File: config.mk
export PLATFORM = sky130hd
export DESIGN_NAME = alarm_melody_sequencer_unit_flat
export DESIGN_NICKNAME = d
export VERILOG_FILES = /design/src/hdl/ams_pkg.sv /design/src/hdl/ams_if.sv /design/src/hdl/ams_pitch_shift.sv /design/src/hdl/ams_seq_core.sv /design/src/hdl/alarm_melody_sequencer_unit.sv /design/src/flat_wrapper.sv
export SDC_FILE = /design/constraint.sdc
export NUM_CORES = 1
export LEC_CHECK = 0
export ABC_AREA = 1
export BUFFER_PORTS_ARGS = -buffer_cell sky130_fd_sc_hd__buf_2
export CAP_MARGIN = 10
export CELL_PAD_IN_SITES_DETAIL_PLACEMENT = 0
export CELL_PAD_IN_SITES_GLOBAL_PLACEMENT = 1
export CORE_AREA = 4 4 107 211
export DETAILED_ROUTE_END_ITERATION = 10
export DIE_AREA = 0 0 111 215
export GPL_ROUTABILITY_DRIVEN = 1
export PLACE_DENSITY = 0.81
export SETUP_SLACK_MARGIN = 0.05
export SKIP_LAST_GASP = 1
export SYNTH_ARGS = -nofsm -noshare
export SYNTH_HDL_FRONTEND = slang
export SYNTH_SLANG_ARGS = --single-unit
export TNS_END_PERCENT = 10
File: constraint.sdc
create_clock -name clk -period 20.7 [get_ports clk]
set_input_delay 6.21 -clock clk [delete_from_list [all_inputs] [get_ports clk]]
set_output_delay 6.21 -clock clk [all_outputs]
set_load 0.01 [all_outputs]
File: src/hdl/ams_pkg.sv
// Shared types, constants and melody tables for the alarm melody sequencer.
package ams_pkg;

  localparam int TIME_WIDTH = 32;

  localparam logic [1:0] CMD_NONE    = 2'd0;
  localparam logic [1:0] CMD_TONE    = 2'd1;
  localparam logic [1:0] CMD_SILENCE = 2'd2;

  localparam logic [1:0] PATTERN_NONE = 2'd3;
  localparam logic [1:0] PATTERN_MAX  = 2'd2;

  localparam logic [3:0]  LEVEL_RESET   = 4'd5;
  localparam logic [11:0] PITCH_FLOOR   = 12'd50;
  localparam logic [9:0]  SILENCE_LEAD  = 10'd10;

  typedef logic [TIME_WIDTH-1:0] time_t;

  // Control and status passed from the sequencer to the pitch unit.
  typedef struct packed {
    logic [1:0] pattern;
    logic [3:0] index;
    logic [3:0] level;
  } pitch_req_t;

  function automatic logic [3:0] melody_len(input logic [1:0] pat);
    case (pat)
      2'd0:    melody_len = 4'd10;
      2'd1:    melody_len = 4'd8;
      2'd2:    melody_len = 4'd7;
      default: melody_len = 4'd7;
    endcase
  endfunction

  function automatic logic [11:0] note_pitch(input logic [1:0] pat, input logic [3:0] idx);
    case ({pat, idx})
      6'h00: note_pitch = 12'd262;
      6'h01: note_pitch = 12'd330;
      6'h02: note_pitch = 12'd392;
      6'h03: note_pitch = 12'd440;
      6'h04: note_pitch = 12'd523;
      6'h05: note_pitch = 12'd523;
      6'h06: note_pitch = 12'd440;
      6'h07: note_pitch = 12'd392;
      6'h08: note_pitch = 12'd330;
      6'h09: note_pitch = 12'd262;
      6'h10: note_pitch = 12'd880;
      6'h11: note_pitch = 12'd1318;
      6'h12: note_pitch = 12'd1760;
      6'h13: note_pitch = 12'd1318;
      6'h14: note_pitch = 12'd880;
      6'h15: note_pitch = 12'd1318;
      6'h16: note_pitch = 12'd1760;
      6'h17: note_pitch = 12'd1318;
      6'h20: note_pitch = 12'd1500;
      6'h21: note_pitch = 12'd1200;
      6'h22: note_pitch = 12'd1500;
      6'h23: note_pitch = 12'd1200;
      6'h24: note_pitch = 12'd2000;
      6'h25: note_pitch = 12'd2000;
      6'h26: note_pitch = 12'd1000;
      default: note_pitch = 12'd0;
    endcase
  endfunction

  function automatic logic [9:0] note_dur(input logic [1:0] pat, input logic [3:0] idx);
    case ({pat, idx})
      6'h00, 6'h01, 6'h02, 6'h03: note_dur = 10'd300;
      6'h04:                      note_dur = 10'd600;
      6'h05, 6'h06, 6'h07, 6'h08: note_dur = 10'd300;
      6'h09:                      note_dur = 10'd1000;
      6'h10, 6'h11, 6'h12, 6'h13,
      6'h14, 6'h15, 6'h16:        note_dur = 10'd100;
      6'h17:                      note_dur = 10'd300;
      6'h20, 6'h21, 6'h22, 6'h23: note_dur = 10'd150;
      6'h24, 6'h25:               note_dur = 10'd200;
      6'h26:                      note_dur = 10'd500;
      default:                    note_dur = 10'd0;
    endcase
  endfunction

endpackage

File: src/hdl/ams_if.sv
// Valid/ready channel interfaces for the input and result transactions.
interface ams_in_if;
  logic        valid;
  logic        ready;
  logic [31:0] time_ms;
  logic [2:0]  pattern_select;
  logic        stop;

  modport source (output valid, time_ms, pattern_select, stop, input ready);
  modport sink   (input valid, time_ms, pattern_select, stop, output ready);
endinterface

interface ams_out_if;
  logic        valid;
  logic        ready;
  logic [1:0]  command;
  logic [11:0] pitch_hz;

  modport source (output valid, command, pitch_hz, input ready);
  modport sink   (input valid, command, pitch_hz, output ready);
endinterface

File: src/hdl/ams_pitch_shift.sv
// Note pitch lookup with the sound level offset and the low frequency floor.
module ams_pitch_shift
  import ams_pkg::*;
(
  input  pitch_req_t  req,
  output logic [11:0] pitch_hz
);

  logic [12:0] base;
  logic [12:0] sum;

  // pitch + (level - 5) * 50 is formed as pitch + level * 50 - 250 to stay unsigned.
  always_comb begin
    base = {1'b0, note_pitch(req.pattern, req.index)};
    sum  = base + 13'(req.level) * 13'd50;
    if (sum < 13'd300) begin
      pitch_hz = PITCH_FLOOR;
    end else begin
      pitch_hz = 12'(sum - 13'd250);
    end
  end

endmodule

File: src/hdl/ams_seq_core.sv
// Melody sequencer: input register, note state, command logic and result register.
module ams_seq_core
  import ams_pkg::*;
(
  input  logic       clk,
  input  logic       rst_n,
  input  logic [3:0] sound_level,
  ams_in_if.sink     in_ch,
  ams_out_if.source  out_ch
);

  logic        s1_valid_r;
  logic [31:0] s1_time_r;
  logic [2:0]  s1_pat_r;
  logic        s1_stop_r;

  logic        out_valid_r;
  logic [1:0]  out_cmd_r;
  logic [11:0] out_pitch_r;

  logic [1:0]  last_pattern_r, last_pattern_nxt;
  logic [3:0]  note_index_r, note_index_nxt;
  time_t       note_start_r, note_start_nxt;
  logic        note_playing_r, note_playing_nxt;

  logic        move;
  logic [1:0]  pat_c;
  logic        changed;
  logic [3:0]  idx0, idx1, idx_inc, idx2;
  time_t       now, start0, elapsed, dur, warn;
  logic        playing0, expired;
  logic [1:0]  cmd_nxt;
  logic [11:0] pitch_nxt;
  logic [11:0] shifted_pitch;
  pitch_req_t  preq;

  assign move        = s1_valid_r && (!out_valid_r || out_ch.ready);
  assign in_ch.ready = !s1_valid_r || move;

  always_comb begin
    pat_c    = (s1_pat_r > 3'(PATTERN_MAX)) ? PATTERN_MAX : s1_pat_r[1:0];
    now      = TIME_WIDTH'(s1_time_r);
    changed  = (pat_c != last_pattern_r);
    idx0     = changed ? 4'd0 : note_index_r;
    start0   = changed ? now : note_start_r;
    playing0 = changed ? 1'b0 : note_playing_r;
    idx1     = (idx0 >= melody_len(pat_c)) ? 4'd0 : idx0;
    dur      = TIME_WIDTH'(note_dur(pat_c, idx1));
    warn     = dur - TIME_WIDTH'(SILENCE_LEAD);
    elapsed  = now - start0;
    expired  = (elapsed >= dur);
    idx_inc  = idx1 + 4'd1;
    if (idx_inc >= melody_len(pat_c)) begin
      idx_inc = 4'd0;
    end
    idx2 = expired ? idx_inc : idx1;
  end

  assign preq.pattern = pat_c;
  assign preq.index   = idx2;
  assign preq.level   = sound_level;

  ams_pitch_shift u_pitch (
    .req      (preq),
    .pitch_hz (shifted_pitch)
  );

  always_comb begin
    last_pattern_nxt = last_pattern_r;
    note_index_nxt   = note_index_r;
    note_start_nxt   = note_start_r;
    note_playing_nxt = note_playing_r;
    cmd_nxt          = CMD_NONE;
    pitch_nxt        = 12'd0;
    if (s1_stop_r) begin
      last_pattern_nxt = PATTERN_NONE;
      cmd_nxt          = CMD_SILENCE;
    end else begin
      last_pattern_nxt = pat_c;
      note_index_nxt   = idx2;
      note_start_nxt   = expired ? now : start0;
      note_playing_nxt = 1'b1;
      // An expired or freshly selected note always starts a new tone.
      if (expired || !playing0) begin
        cmd_nxt   = CMD_TONE;
        pitch_nxt = shifted_pitch;
      end else if (elapsed >= warn) begin
        cmd_nxt = CMD_SILENCE;
      end
    end
  end

  always_ff @(posedge clk) begin
    if (!rst_n) begin
      s1_valid_r     <= 1'b0;
      out_valid_r    <= 1'b0;
      last_pattern_r <= PATTERN_NONE;
      note_index_r   <= 4'd0;
      note_start_r   <= '0;
      note_playing_r <= 1'b0;
    end else begin
      if (in_ch.ready) begin
        s1_valid_r <= in_ch.valid;
      end
      if (move) begin
        out_valid_r    <= 1'b1;
        last_pattern_r <= last_pattern_nxt;
        note_index_r   <= note_index_nxt;
        note_start_r   <= note_start_nxt;
        note_playing_r <= note_playing_nxt;
      end else if (out_ch.ready) begin
        out_valid_r <= 1'b0;
      end
    end
  end

  always_ff @(posedge clk) begin
    if (in_ch.ready && in_ch.valid) begin
      s1_time_r <= in_ch.time_ms;
      s1_pat_r  <= in_ch.pattern_select;
      s1_stop_r <= in_ch.stop;
    end
    if (move) begin
      out_cmd_r   <= cmd_nxt;
      out_pitch_r <= pitch_nxt;
    end
  end

  assign out_ch.valid    = out_valid_r;
  assign out_ch.command  = out_cmd_r;
  assign out_ch.pitch_hz = out_pitch_r;

`ifndef ASSERT_OFF
  a_tone_floor: assert property (@(posedge clk) disable iff (!rst_n)
    out_valid_r && out_cmd_r == CMD_TONE |-> out_pitch_r >= PITCH_FLOOR)
    else $error("tone pitch below floor");

  a_pitch_zero: assert property (@(posedge clk) disable iff (!rst_n)
    out_valid_r && out_cmd_r != CMD_TONE |-> out_pitch_r == 12'd0)
    else $error("pitch nonzero without tone command");

  a_move_fills: assert property (@(posedge clk) disable iff (!rst_n)
    move |=> out_valid_r)
    else $error("result register not filled after transfer");

  a_index_range: assert property (@(posedge clk) disable iff (!rst_n)
    last_pattern_r != PATTERN_NONE |-> note_index_r < melody_len(last_pattern_r))
    else $error("note index beyond melody");

  a_cmd_code: assert property (@(posedge clk) disable iff (!rst_n)
    out_valid_r |-> out_cmd_r <= CMD_SILENCE)
    else $error("undefined command code");
`endif

endmodule

File: src/hdl/alarm_melody_sequencer_unit.sv
// Top level of the alarm melody sequencer: sound level register and sequencer core.
//
// Usage: each input transaction on in_ch carries a millisecond timestamp, a
// melody select (0..2, larger values play melody 2) and a stop flag. Every
// input transaction produces exactly one result transaction on out_ch with a
// command (none, start tone, silence) and the tone pitch in hertz.
// cfg_we writes cfg_wdata into the sound level register, which shifts pitch
// by 50 Hz per step around level 5; write it only while the block is idle.
// Each input transaction passes one input register and then one result register,
// with the note ROM, elapsed time compare and pitch offset add between them.
// Throughput is one transaction per cycle while the receiver does not stall.
// When the receiver stalls, the result register holds and the input register
// still takes one more transaction; after that in_ch.ready drops until the
// result is taken. Reset (rst_n low, synchronous) forgets the melody, clears
// the note state, empties both registers and sets the sound level to 5.
module alarm_melody_sequencer_unit
  import ams_pkg::*;
(
  input  logic       clk,
  input  logic       rst_n,
  input  logic       cfg_we,
  input  logic [3:0] cfg_wdata,
  ams_in_if.sink     in_ch,
  ams_out_if.source  out_ch
);

  logic [3:0] sound_level_r;

  always_ff @(posedge clk) begin
    if (!rst_n) begin
      sound_level_r <= LEVEL_RESET;
    end else if (cfg_we) begin
      sound_level_r <= cfg_wdata;
    end
  end

  ams_seq_core u_core (
    .clk         (clk),
    .rst_n       (rst_n),
    .sound_level (sound_level_r),
    .in_ch       (in_ch),
    .out_ch      (out_ch)
  );

endmodule

File: src/flat_wrapper.sv
// flat-port wrapper written by rule: the top's interface ports become plain ports
module alarm_melody_sequencer_unit_flat import ams_pkg::*;
  (clk, rst_n, cfg_we, cfg_wdata, in_ch_valid, in_ch_time_ms, in_ch_pattern_select, in_ch_stop, in_ch_ready, out_ch_valid, out_ch_command, out_ch_pitch_hz, out_ch_ready);
  ams_in_if in_ch_i ();
  ams_out_if out_ch_i ();
  input  logic clk;
  input  logic rst_n;
  input  logic cfg_we;
  input  logic [3:0] cfg_wdata;
  input wire logic [$bits(in_ch_i.valid)-1:0] in_ch_valid;
  input wire logic [$bits(in_ch_i.time_ms)-1:0] in_ch_time_ms;
  input wire logic [$bits(in_ch_i.pattern_select)-1:0] in_ch_pattern_select;
  input wire logic [$bits(in_ch_i.stop)-1:0] in_ch_stop;
  output wire logic [$bits(in_ch_i.ready)-1:0] in_ch_ready;
  output wire logic [$bits(out_ch_i.valid)-1:0] out_ch_valid;
  output wire logic [$bits(out_ch_i.command)-1:0] out_ch_command;
  output wire logic [$bits(out_ch_i.pitch_hz)-1:0] out_ch_pitch_hz;
  input wire logic [$bits(out_ch_i.ready)-1:0] out_ch_ready;
  assign in_ch_i.valid = in_ch_valid;
  assign in_ch_i.time_ms = in_ch_time_ms;
  assign in_ch_i.pattern_select = in_ch_pattern_select;
  assign in_ch_i.stop = in_ch_stop;
  assign in_ch_ready = in_ch_i.ready;
  assign out_ch_valid = out_ch_i.valid;
  assign out_ch_command = out_ch_i.command;
  assign out_ch_pitch_hz = out_ch_i.pitch_hz;
  assign out_ch_i.ready = out_ch_ready;
  alarm_melody_sequencer_unit u_core (.clk(clk), .rst_n(rst_n), .cfg_we(cfg_we), .cfg_wdata(cfg_wdata), .in_ch(in_ch_i), .out_ch(out_ch_i));
endmodule
### Word level (Yosys, flattened, before mapping)

Memory sizes are Yosys's and may differ from the RTL's.
Index checks and enable logic that the tools add are counted.

* register bits: 95
* bits of input ports: 45
* ROM bits: 1280
* memories: 2
* output and inout bits: 16
* word-level logic and storage cells: 59

Memories
* (name not given): depth 64, width 11, rd ports 1, clocked after Yosys merged registers in 0, wr ports 0, RTL line ams_pkg.sv:36 `case ({pat, idx})`
* (name not given): depth 64, width 9, rd ports 1, clocked after Yosys merged registers in 0, wr ports 0, RTL line ams_pkg.sv:67 `case ({pat, idx})`

* multiply operators: 1
* $add $sub $neg: 5
* muxes and demuxes: 15
* reductions and logical operators: 13
* equal/unequal tests: 2
* magnitude comparators: 6
* bitwise gates (word level): 2

Operators with widths (number)
* $mux W32: 2
* $ge A32 B10 Y1: 1
* $ge A32 B32 Y1: 1
* $sub A32 B32 Y32: 1
* $mux W4: 4
* $add A12 B10 Y13: 1
* $lt A13 B9 Y1 const B: 1
* $sub A12 B8 Y12 const B: 1
* $sub A10 B4 Y11 const B: 1
* $mul A4 B5 Y9 const B: 1
* $ge A4 B4 Y1: 2
* $mux W2: 4
* $pmux W4 S2: 1
* $mux W6: 1
* $add A4 B1 Y4 const B: 1
* $gt A3 B2 Y1 const B: 1
* $logic_not A1 Y1: 3
* $logic_or A1 B1 Y1: 3
* $mux W1: 3
* $reduce_or A3 Y1: 1
* $eq A2 B1 Y1 const B: 1
* $logic_and A1 B1 Y1: 2
* $logic_not A2 Y1: 1
* $ne A2 B2 Y1: 1
* other kinds (4): 5

### Longest topological paths before layout

An unclocked memory read counts as a cell.

* depth after elaboration: 14
* mapped depth: 64

### Hierarchy

Synthesis repeated with hierarchy kept, for this count alone.

* cell total of the unflattened synthesis: 1496
* area total of the unflattened synthesis: 9530.4 um^2

Modules (own cells, without submodules)
* ams_seq_core: times used 1, area an instance 7973.9 um^2, sequential area each 2322.2 um^2, cells each 1217
* ams_pitch_shift: times used 1, area an instance 1410.1 um^2, sequential area each 0.0 um^2, cells each 258
* alarm_melody_sequencer_unit: times used 1, area an instance 146.4 um^2, sequential area each 80.1 um^2, cells each 21

### Worst setup path before layout

OpenSTA, ideal clock, no wires.

* kind: in2out
* start point: input out_ch_ready
* end point: output in_ch_ready
* data arrival time: 6394 ps
* cell stages on the path: 2
* path buffers: 0
* setup slack: 8096 ps
* data required time: 14490 ps
* cells stage by stage: inv_1 -> nand3_1

* longest elaborated chain between the ends: 3

RTL lines
* start, declared: RTL line flat_wrapper.sv:18 `input wire logic [$bits(out_ch_i.ready)-1:0] out_ch_ready;`
* $logic_or A1 B1 Y1: RTL line ams_seq_core.sv:37 `assign move = s1_valid_r && (!out_valid_r || out_ch.ready);`
* $logic_and A1 B1 Y1: RTL line ams_seq_core.sv:37
* $logic_or A1 B1 Y1: RTL line ams_seq_core.sv:38 `assign in_ch.ready = !s1_valid_r || move;`
* end, declared: RTL line flat_wrapper.sv:14 `output wire logic [$bits(in_ch_i.ready)-1:0] in_ch_ready;`

Every way passes these cells.

### Worst setup path in the final report

Ends and elaborated chain as after synthesis.

==> PnR_summary.wiki <==
{| class="wikitable"
! Metric !! Value
|-
| Clock latency on the worst-skew pair || 380 ps
|-
| Amount of wire on met3 after detailed routing || 554 um
|-
| Commonest non-fill, non-tap cells in the layout || sky130_fd_sc_hd__nand2_1, sky130_fd_sc_hd__inv_1, sky130_fd_sc_hd__ha_1
|-
| Unrepaired setup endpoints after global routing || false
|-
| Post-cts resize count || 0
|-
| Number of slew-limit violations in the final report || 0
|-
| Commonest non-fill, non-tap cell in the layout || sky130_fd_sc_hd__nand2_1
|-
| Pre-CTS setup slack || 7870 ps
|-
| Number of instances in the placed design || 1,685
|-
| Die boundary width || 111 um
|-
| Area taken by flip-flops and latches || 0.00240 mm2
|-
| CTS root buf || sky130_fd_sc_hd__clkbuf_16
|-
| Setup slack after layout || 7880 ps
|-
| Fin Setup TNS || 0 ps
|-
| Post-Route WL || 25,800 um
|-
| Area of the core region || 0.0209 mm2
|-
| Number of flip-flops and latches in the synthesized netlist || 95
|-
| Worst hold path stage count || 2
|-
| Most numerous cell on the critical path || sky130_fd_sc_hd__buf_2
|-
| Crit path time final || 12,820 ps
|-
| Max-cap check violation count || 0
|-
| Syn nets || 1,524
|-
| Data required time of the worst path || 14,490 ps
|-
| Worst Min Path Start || u_core.u_core.note_start_r[11]
|-
| Non-filler instance count after layout || 1,701
|-
| Data arrival time of the worst path || 6610 ps
|-
| YS warnings || 0
|-
| Total setup violations reported at the end of the flow || 0
|-
| Final routed wire length divided by cell count || 15.2 um
|-
| Top Layer Used || met4
|-
| Vias in the first global route || 8,738
|-
| CTS tree || yes
|-
| Final RePlAce weighted congestion || 0.943
|-
| Fin Clk Skew || 9.61 ps
|-
| Transition at the pin with the smallest max-transition slack || 774 ps
|-
| Htree depth || 3
|-
| Register-to-register path setup slack || 11,700 ps
|-
| Maximum clock path buffer count || 2
|-
| Number of hold-slack violations in the final timing report || 0
|-
| Class of the most critical hold timing path || flop to flop
|-
| Cell chain of the critical path || buf_2, inv_1, nand3_1, buf_2
|-
| Critical path endpoint category || primary output
|-
| Antenna Diode Count || 0
|-
| Area of the mapped netlist || 0.00928 mm2
|-
| Crit path buf inv count || 3
|-
| Remaining antenna violation count after routing || 0
|-
| Main synth FF type || sky130_fd_sc_hd__edfxtp_1
|-
| Async set-reset flop share out of synthesis || 0
|-
| Share of the yosys chip area belonging to registers || 0.259
|-
| Remaining global-route overflow || 0
|-
| Outcome || finished, final reports clean
|-
| Synthesized instance count || 1,371
|-
| Global Route Usage Sum || 0.220
|-
| Share of final-layout standard cells stronger than drive strength 1 || 0.105
|-
| Count of port buffers added during placement || 60
|-
| Avg Vias per Cell || 5.14
|-
| Number of unique standard cell types used by synthesis || 49
|-
| Largest incremental delay on the critical path || 160 ps
|-
| Vias after detailed routing || 8,744
|-
| Endpoint of the lowest-slack register-to-register path || u_core.u_core.out_ch.pitch_hz[10]
|-
| Peak Freq || 0.0780 GHz
|-
| Met2 Routed Length || 15,000 um
|-
| Initial antenna violation count || 0
|-
| Area of the die || 0.0239 mm2
|-
| Slowest library cell on the worst path || sky130_fd_sc_hd__buf_2
|-
| Worst Path Max Fanout || 3
|-
| Power density normalized to cell area || 68.3 mW/mm2
|-
| R2R Path Start || u_core.u_core.s1_pat_r[2]
|-
| Pin count of the biggest net entering global routing || 61
|-
| Number of post-CTS setup repair buffers || 0
|-
| Number of fill cells in the layout || 2,269
|-
| Highest ir drop seen on vdd || 0.0000692 V
|-
| Cell family with the largest share of critical-path delay || buffers and inverters
|-
| Crit share post-route || 0.619
|-
| Number of DRC markers in iteration 0 || 339
|-
| Number of flops mapped to enable cells by yosys || 50
|-
| Total half-perimeter wirelength after legalization and detailed placement || 21,200 um
|-
| Number of I/O pins || 61
|-
| Total clock sinks || 95
|-
| Total area of multi-input combinational cells || 0.00600 mm2
|-
| Reg clk slew, reported paths || 60 ps
|-
| Mean Syn Cell Area || 6.77 um2
|-
| Row count || 75
|-
| Leak Pwr || 5.22 nW
|-
| Metal-1 WL || 8730 um
|-
| Hold buffer count at CTS || 0
|-
| Headroom to the max-slew limit || 0.483
|-
| Clock buffer count from CTS || 9
|-
| Remaining design rule violation count || 0
|-
| Startpoint-to-endpoint class of the critical path || primary input to primary output
|-
| Hold-critical path endpoint || u_core.u_core.note_start_r[11]
|-
| Starting density of the core || 0.443
|-
| Area growth syn-to-layout || 9.62%
|-
| TritonRoute pass-1 iters || 7
|-
| Path depth of the worst reg2reg path || 54
|-
| Global-route wire length before repair || 41,800 um
|-
| Die boundary height || 215 um
|-
| Fin nets || 1,580
|-
| Worst Setup Start Kind || primary input
|}
[worst max path at each step]
stage	end	slack, ps	startpoint	depth (start not counted)
2_1_floorplan	in_ch_ready	8100	out_ch_ready	2
3_3_place_gp	in_ch_ready	7880	out_ch_ready	4
3_5_place_dp	in_ch_ready	7870	out_ch_ready	4
4_1_cts	in_ch_ready	7870	out_ch_ready	4
5_1_grt	in_ch_ready	7830	out_ch_ready	4
6_report	in_ch_ready	7880	out_ch_ready	4
[cells in the mapped netlist, types with 3 or more instances]
library cell	instances	area, um2
sky130_fd_sc_hd__o21ai_0	34	170
sky130_fd_sc_hd__xnor2_1	8	70.1
sky130_fd_sc_hd__nor2_2	16	100
sky130_fd_sc_hd__inv_1	190	713
sky130_fd_sc_hd__buf_1	3	11.3
sky130_fd_sc_hd__o21ai_1	3	15.0
sky130_fd_sc_hd__nand2_2	15	93.8
sky130_fd_sc_hd__nand3b_1	4	30.0
sky130_fd_sc_hd__nand3_4	3	52.6
sky130_fd_sc_hd__nor2_1	103	387
sky130_fd_sc_hd__mux2i_1	30	300
sky130_fd_sc_hd__clkbuf_1	19	71.3
sky130_fd_sc_hd__nor2_4	4	45.0
sky130_fd_sc_hd__nand3_1	66	330
sky130_fd_sc_hd__a21o_1	4	30.0
sky130_fd_sc_hd__nand4_1	20	125
sky130_fd_sc_hd__fa_1	3	60.1
sky130_fd_sc_hd__inv_2	16	60.1
sky130_fd_sc_hd__o21a_1	4	30.0
sky130_fd_sc_hd__xor2_1	19	166
sky130_fd_sc_hd__a21oi_1	95	475
sky130_fd_sc_hd__edfxtp_1	50	1500
sky130_fd_sc_hd__clkinv_1	4	15.0
sky130_fd_sc_hd__nand2_1	432	1620
sky130_fd_sc_hd__ha_1	105	1310
sky130_fd_sc_hd__dfxtp_1	45	901
sky130_fd_sc_hd__nor3_1	11	55.1
sky130_fd_sc_hd__nand2_4	6	67.6
sky130_fd_sc_hd__o211ai_1	33	248
[through the flow]
stage	power, W	area (um2)	hold WS [ps]	util
global placement	0.000535	9890	451	0.472
floorplan	0.000457	9280	442	-
CTS	0.000705	10200	466	0.486
detailed placement	0.000539	9890	455	0.472
finish	0.000695	10200	463	0.486
global route	0.000756	10200	480	0.486
[tightest hold or removal path, delay by kind of cell, from the launching register on]
kind / cells / cell delay [ps]
AO/OA/AOI/OAI: 1 / 50
flip-flops: 1 / 310
AND/OR/NAND/NOR: 1 / 60
[per-layer routing]
metal / vias to the layer above / global-route usage
met5: - / 0
met4: 0 / 0.138
met3: 71 / 0.0312
met2: 135 / 0.455
met1: 3958 / 0.189
li1: 4580 / -
[flip-flops by register name, summed over array words and instances (netlist names)]
register,cells
u_core.u_core.note_start_r,32
u_core.u_core.s1_valid_r,1
u_core.u_core.note_index_r,4
u_core.u_core.out_ch.command,2
u_core.u_core.s1_pat_r,3
u_core.u_core.s1_stop_r,1
u_core.sound_level_r,4
u_core.u_core.out_ch.valid,1
u_core.u_core.note_playing_r,1
u_core.u_core.out_ch.pitch_hz,12
u_core.u_core.last_pattern_r,2
u_core.u_core.now,32
[report_power, final]
group	total (W)	internal [W]	leakage, nW	switching [W]
Clock	0.000162	0.0000826	0.133	0.0000798
Combinational	0.000314	0.000111	4.24	0.000202
Sequential	0.000219	0.000212	0.850	0.00000636
[kinds of logic after synthesis]
group           Yosys count  synth area share
compound gates          188             0.117
xor+xnor                 29            0.0290
fa+ha+maj               108             0.148
buf+inv                 233            0.0946
flops                    95             0.259
mux                      30            0.0324
simple gates            688             0.320
[cell type report]
class | count | share of cell area
clock inverters | 7 | 0.00566
well taps | 269 | 0.0331
flip-flops and latches | 95 | 0.236
repair buffers | 67 | 0.0347
inverters | 211 | 0.0781
multi-input cells | 1043 | 0.590
clock buffers | 9 | 0.0221
Power figures use the tool's default switching activity.
